`src/hdl/gmrf_pkg.sv`:
```
// ----------------------------------------------------------------------------
// gmrf_pkg
// Shared types and constants for the grouped median RGB filter: the register
// map of the configuration port and the column mask used by the median unit.
// ----------------------------------------------------------------------------
package gmrf_pkg;

  // Configuration port geometry.
  localparam int CFG_ADDR_W   = 1;
  localparam int CFG_DATA_W   = 16;
  localparam int WIDTH_REG_W  = 12;
  localparam int HEIGHT_REG_W = 16;

  // Row counter runs one row past the frame height while the frame drains.
  localparam int ROW_W = HEIGHT_REG_W + 1;

  localparam logic [WIDTH_REG_W-1:0]  WIDTH_RESET  = 12'd640;
  localparam logic [HEIGHT_REG_W-1:0] HEIGHT_RESET = 16'd480;

  // Register indexes of the configuration port.
  typedef enum logic [CFG_ADDR_W-1:0] {
    CFG_IMAGE_WIDTH  = 1'b0,
    CFG_IMAGE_HEIGHT = 1'b1
  } cfg_reg_e;

  // Which window columns fall outside the frame and read as zero.
  typedef struct packed {
    logic left_zero;
    logic right_zero;
  } col_mask_t;

endpackage

```
`src/hdl/gmrf_pmed.sv`:
```
// ----------------------------------------------------------------------------
// gmrf_pmed
// Pseudo-median of one color channel over a 3x3 window: the median of the
// medians of three fixed groups of three window positions.
// ----------------------------------------------------------------------------
module gmrf_pmed #(
  parameter int CHANNEL_BITS = 8
) (
  input  logic [2:0][CHANNEL_BITS-1:0] left_col_i,
  input  logic [2:0][CHANNEL_BITS-1:0] center_col_i,
  input  logic [2:0][CHANNEL_BITS-1:0] right_col_i,
  input  gmrf_pkg::col_mask_t          mask_i,
  output logic [CHANNEL_BITS-1:0]      med_o
);

  logic [2:0][CHANNEL_BITS-1:0] left_col;
  logic [2:0][CHANNEL_BITS-1:0] right_col;
  logic [CHANNEL_BITS-1:0]      group_a;
  logic [CHANNEL_BITS-1:0]      group_b;
  logic [CHANNEL_BITS-1:0]      group_c;

  function automatic logic [CHANNEL_BITS-1:0] med3(
    input logic [CHANNEL_BITS-1:0] a,
    input logic [CHANNEL_BITS-1:0] b,
    input logic [CHANNEL_BITS-1:0] c
  );
    logic [CHANNEL_BITS-1:0] lo;
    logic [CHANNEL_BITS-1:0] hi;
    lo = (a < b) ? a : b;
    hi = (a < b) ? b : a;
    if (c <= lo) begin
      med3 = lo;
    end else if (c >= hi) begin
      med3 = hi;
    end else begin
      med3 = c;
    end
  endfunction

  // Columns outside the frame read as zero padding.
  assign left_col  = mask_i.left_zero  ? '0 : left_col_i;
  assign right_col = mask_i.right_zero ? '0 : right_col_i;

  // Groups in row-major window positions: {0,5,6}, {2,3,8} and {1,4,7}.
  assign group_a = med3(left_col[0], right_col[1], left_col[2]);
  assign group_b = med3(right_col[0], left_col[1], right_col[2]);
  assign group_c = med3(center_col_i[0], center_col_i[1], center_col_i[2]);

  assign med_o = med3(group_a, group_b, group_c);

endmodule

```
`config.mk`:
```
export PLATFORM = sky130hd
export DESIGN_NAME = gmrf_pmed
export DESIGN_NICKNAME = d
export VERILOG_FILES = /design/src/hdl/gmrf_pkg.sv /design/src/hdl/gmrf_pmed.sv
export SDC_FILE = /design/constraint.sdc
export NUM_CORES = 1
export LEC_CHECK = 0
export BUFFER_PORTS_ARGS = -buffer_cell sky130_fd_sc_hd__buf_2
export CAP_MARGIN = 5
export CORE_ASPECT_RATIO = 0.6
export CORE_MARGIN = 4
export CORE_UTILIZATION = 40
export DETAILED_ROUTE_END_ITERATION = 8
export MAX_ROUTING_LAYER = met4
export PLACE_DENSITY_LB_ADDON = 0.15
export SLEW_MARGIN = 0
export SYNTH_ARGS = -nofsm -noshare
export SYNTH_HDL_FRONTEND = slang
export SYNTH_SLANG_ARGS = --single-unit
```
`constraint.sdc`:
```
create_clock -name vclk -period 9.9
set_clock_uncertainty 0.2 [all_clocks]
set_input_delay 0.99 -clock vclk [all_inputs]
set_output_delay 0.99 -clock vclk [all_outputs]
set_load 0.05 [all_outputs]
```
==> flow_metrics.tcl <==
set metrics [dict create \
    outcome "finished clean" \
    period_needed_ns 9.636 \
    dr.pass1.iters 5 \
    grt_max_degree 18 \
    io_pins 82 \
    core_area_um2 9358 \
    die_w_um 135.9 \
    crit_path_end_kind "output port" \
    n_clock_buffer 0 \
    syn_area_um2 3928 \
    die_area_um2 11520 \
    cp.arrival_ns 8.45 \
    fmax_mhz 103.8 \
    ys_seq_area_share_pct 0 \
    setup_tns_ns 0 \
    yosys-top-cells-area "ha_1, a21oi_1, mux2i_1, nor2b_1, a21o_1" \
    min_path_type "input port to output port" \
    irDropWorstVdd_uv 490.8 \
    power_frac_seq_pct 0 \
    ant_nets 0 \
    grt_usage_pct 21.75 \
    grt_pass1_wl_mm 20.80 \
    grt_pass1_vias 4214 \
    slew-limit-headroom_pct 23.63 \
    final_core_util_pct 54.93 \
    place.port_buffers 82 \
    antenna_cells 0 \
    endpoint "med_o[2]" \
    rows 27 \
    fin_nets 844 \
    p_switching_mw 0.9357 \
    netSwitchingFraction_pct 57.96 \
    worst_slew_pin_slew_ns 1.146 \
    cp_max_fo 13 \
    pwr_density_cell_nw_per_um2 314.1 \
    setup_viol 0 \
    critical_path_class "input port to output port" \
    dpl.hpwl_mm 11.00 \
    area_growth_pct 30.87 \
    flops_and_latches 0 \
    crit_top_cell "a21o_1" \
    cap_violations 0 \
    layout_setup_ws_ns 0.2636 \
    clockPowerShare_pct 0 \
    vias 4625 \
    finalHoldViolCount 0 \
    placed_area_um2 4806 \
    syn_avg_cell_area_um2 6.939 \
    timing.hold.ws_ns 2.448 \
    min-delay-start "center_col_i[15]" \
    via_per_inst 5.696 \
    slowest_delay_ns 0.33 \
    seqCellArea_um2 0 \
    wl_per_cell_um 16.25 \
    place_congestion 0.8789 \
    critPathBufInv 9 \
    synth_top_area_share_pct 27.40 \
    p_comb_share_pct 100.0 \
    dp_cells 799 \
    crit_cells 46 \
    synth_cells 566 \
    design_area_um2 5140 \
    drt_iter0_drc 325 \
    internal_power_mw 0.6786 \
    fin_crit_sh_pct 97.34 \
    p_leak_nw 2.554 \
    crit_start "mask_i[1]" \
    wl_mm 13.20 \
    syn_nets 726 \
    drc 0 \
    ys_top_cells_by_count "ha_1, a21oi_1, nand2_1" \
    grt-ovfl-total 0 \
    drive_gt1_share_pct 29.62 \
    cp-start-kind "input port" \
    pre_cts_ws_ns -0.5739 \
    ys_types 61 \
    start_util_pct 41.97 \
    nFillCells 951 \
    power_mw 1.614 \
    antenna_found_initial 0 \
    yosys.area.top_type "ha_1" \
    die_h_um 84.76 \
    fin_cells 812 \
    crit_path_top_delay_cell "mux2_1" \
    hold_buffers 0 \
    cp.required_ns 8.71 \
    synth_most_common_cell "ha_1" \
    cp_top_family "compound AO/OA/AOI/OAI gates" \
    slew_viol_final 0 \
    ys_warn_count 0 \
]
==> power by group through the flow <==
stage | logic, mW | registers (mW) | clock network (mW)
6_report | 1.61 | 0 | 0
4_1_cts | 1.47 | 0 | 0
2_1_floorplan | 1.04 | 0 | 0
5_1_grt | 1.74 | 0 | 0
3_3_place_gp | 1.38 | 0 | 0
3_5_place_dp | 1.40 | 0 | 0
==> cell usage in the layout, fill, tap and decap left out, drive strengths merged, types with 2 or more instances in the layout <==
master    netlist  final
a22oi           6      6
a21oi          65     65
buf             5    136
nor2b          33     34
nor2           52     52
o22ai           3      3
inv            28     27
or2             6      6
or4             2      2
o211ai          3      3
clkinvlp        0      2
nor3            6      6
o21a            7      7
and2            2      2
a21o           27     27
nand2b         14     14
a22o            4      4
mux2           11     11
and3            3      3
o221ai          5      5
nand2          53     53
nand3           9      9
nand4           5      5
mux2i          27     27
o311ai          2      2
a211oi          8      8
o31a            5      5
o21ai          47     47
ha             86     86
a31oi           5      5
==> layout make-up <==
class / count / area [µm²] / share of cell area (%)
tap: 130 / 162.7 / 3.165
timing repair buffer: 137 / 880.8 / 17.14
timing repair inverter: 1 / 5.005 / 0.09737
inverter: 28 / 116.4 / 2.264
multi-input combinational: 516 / 3975 / 77.34
==> logic make-up (layout without fill, tap and decap cells) <==
kind of cell	after synthesis	in the layout	share of synthesized area, %
simple gates	188	189	23.06
compound gates	203	203	34.28
buf+inv	51	166	5.224
fa+ha+maj	86	86	27.40
mux	38	38	10.03
==> how the worst min path moves through the flow <==
stage / slack [ns] / depth (start not counted) / end
2_1_floorplan: 2.25 / 4 / med_o[7]
3_3_place_gp: 2.53 / 6 / med_o[7]
3_5_place_dp: 2.53 / 6 / med_o[7]
4_1_cts: 2.47 / 6 / med_o[7]
5_1_grt: 2.54 / 6 / med_o[7]
6_report: 2.45 / 6 / med_o[7]
==> routing by layer <==
metal	vias to the layer above	track usage (%)	part of all wire, %
met5	-	-	0
met1	2122	35.26	53
met3	4	1.198	6.3
met2	156	30.28	40
li1	2343	-	-
met4	0	0.7319	0.14
==> timing repair <==
item                                    in CTS  in global routing
pin swaps                                    2                 11
cloned                                       1                  1
gates resized for setup                     13                 63
endpoints found under the setup margin       8                  8
buffers inserted                             3                  8
Power figures use the tool's default switching activity.
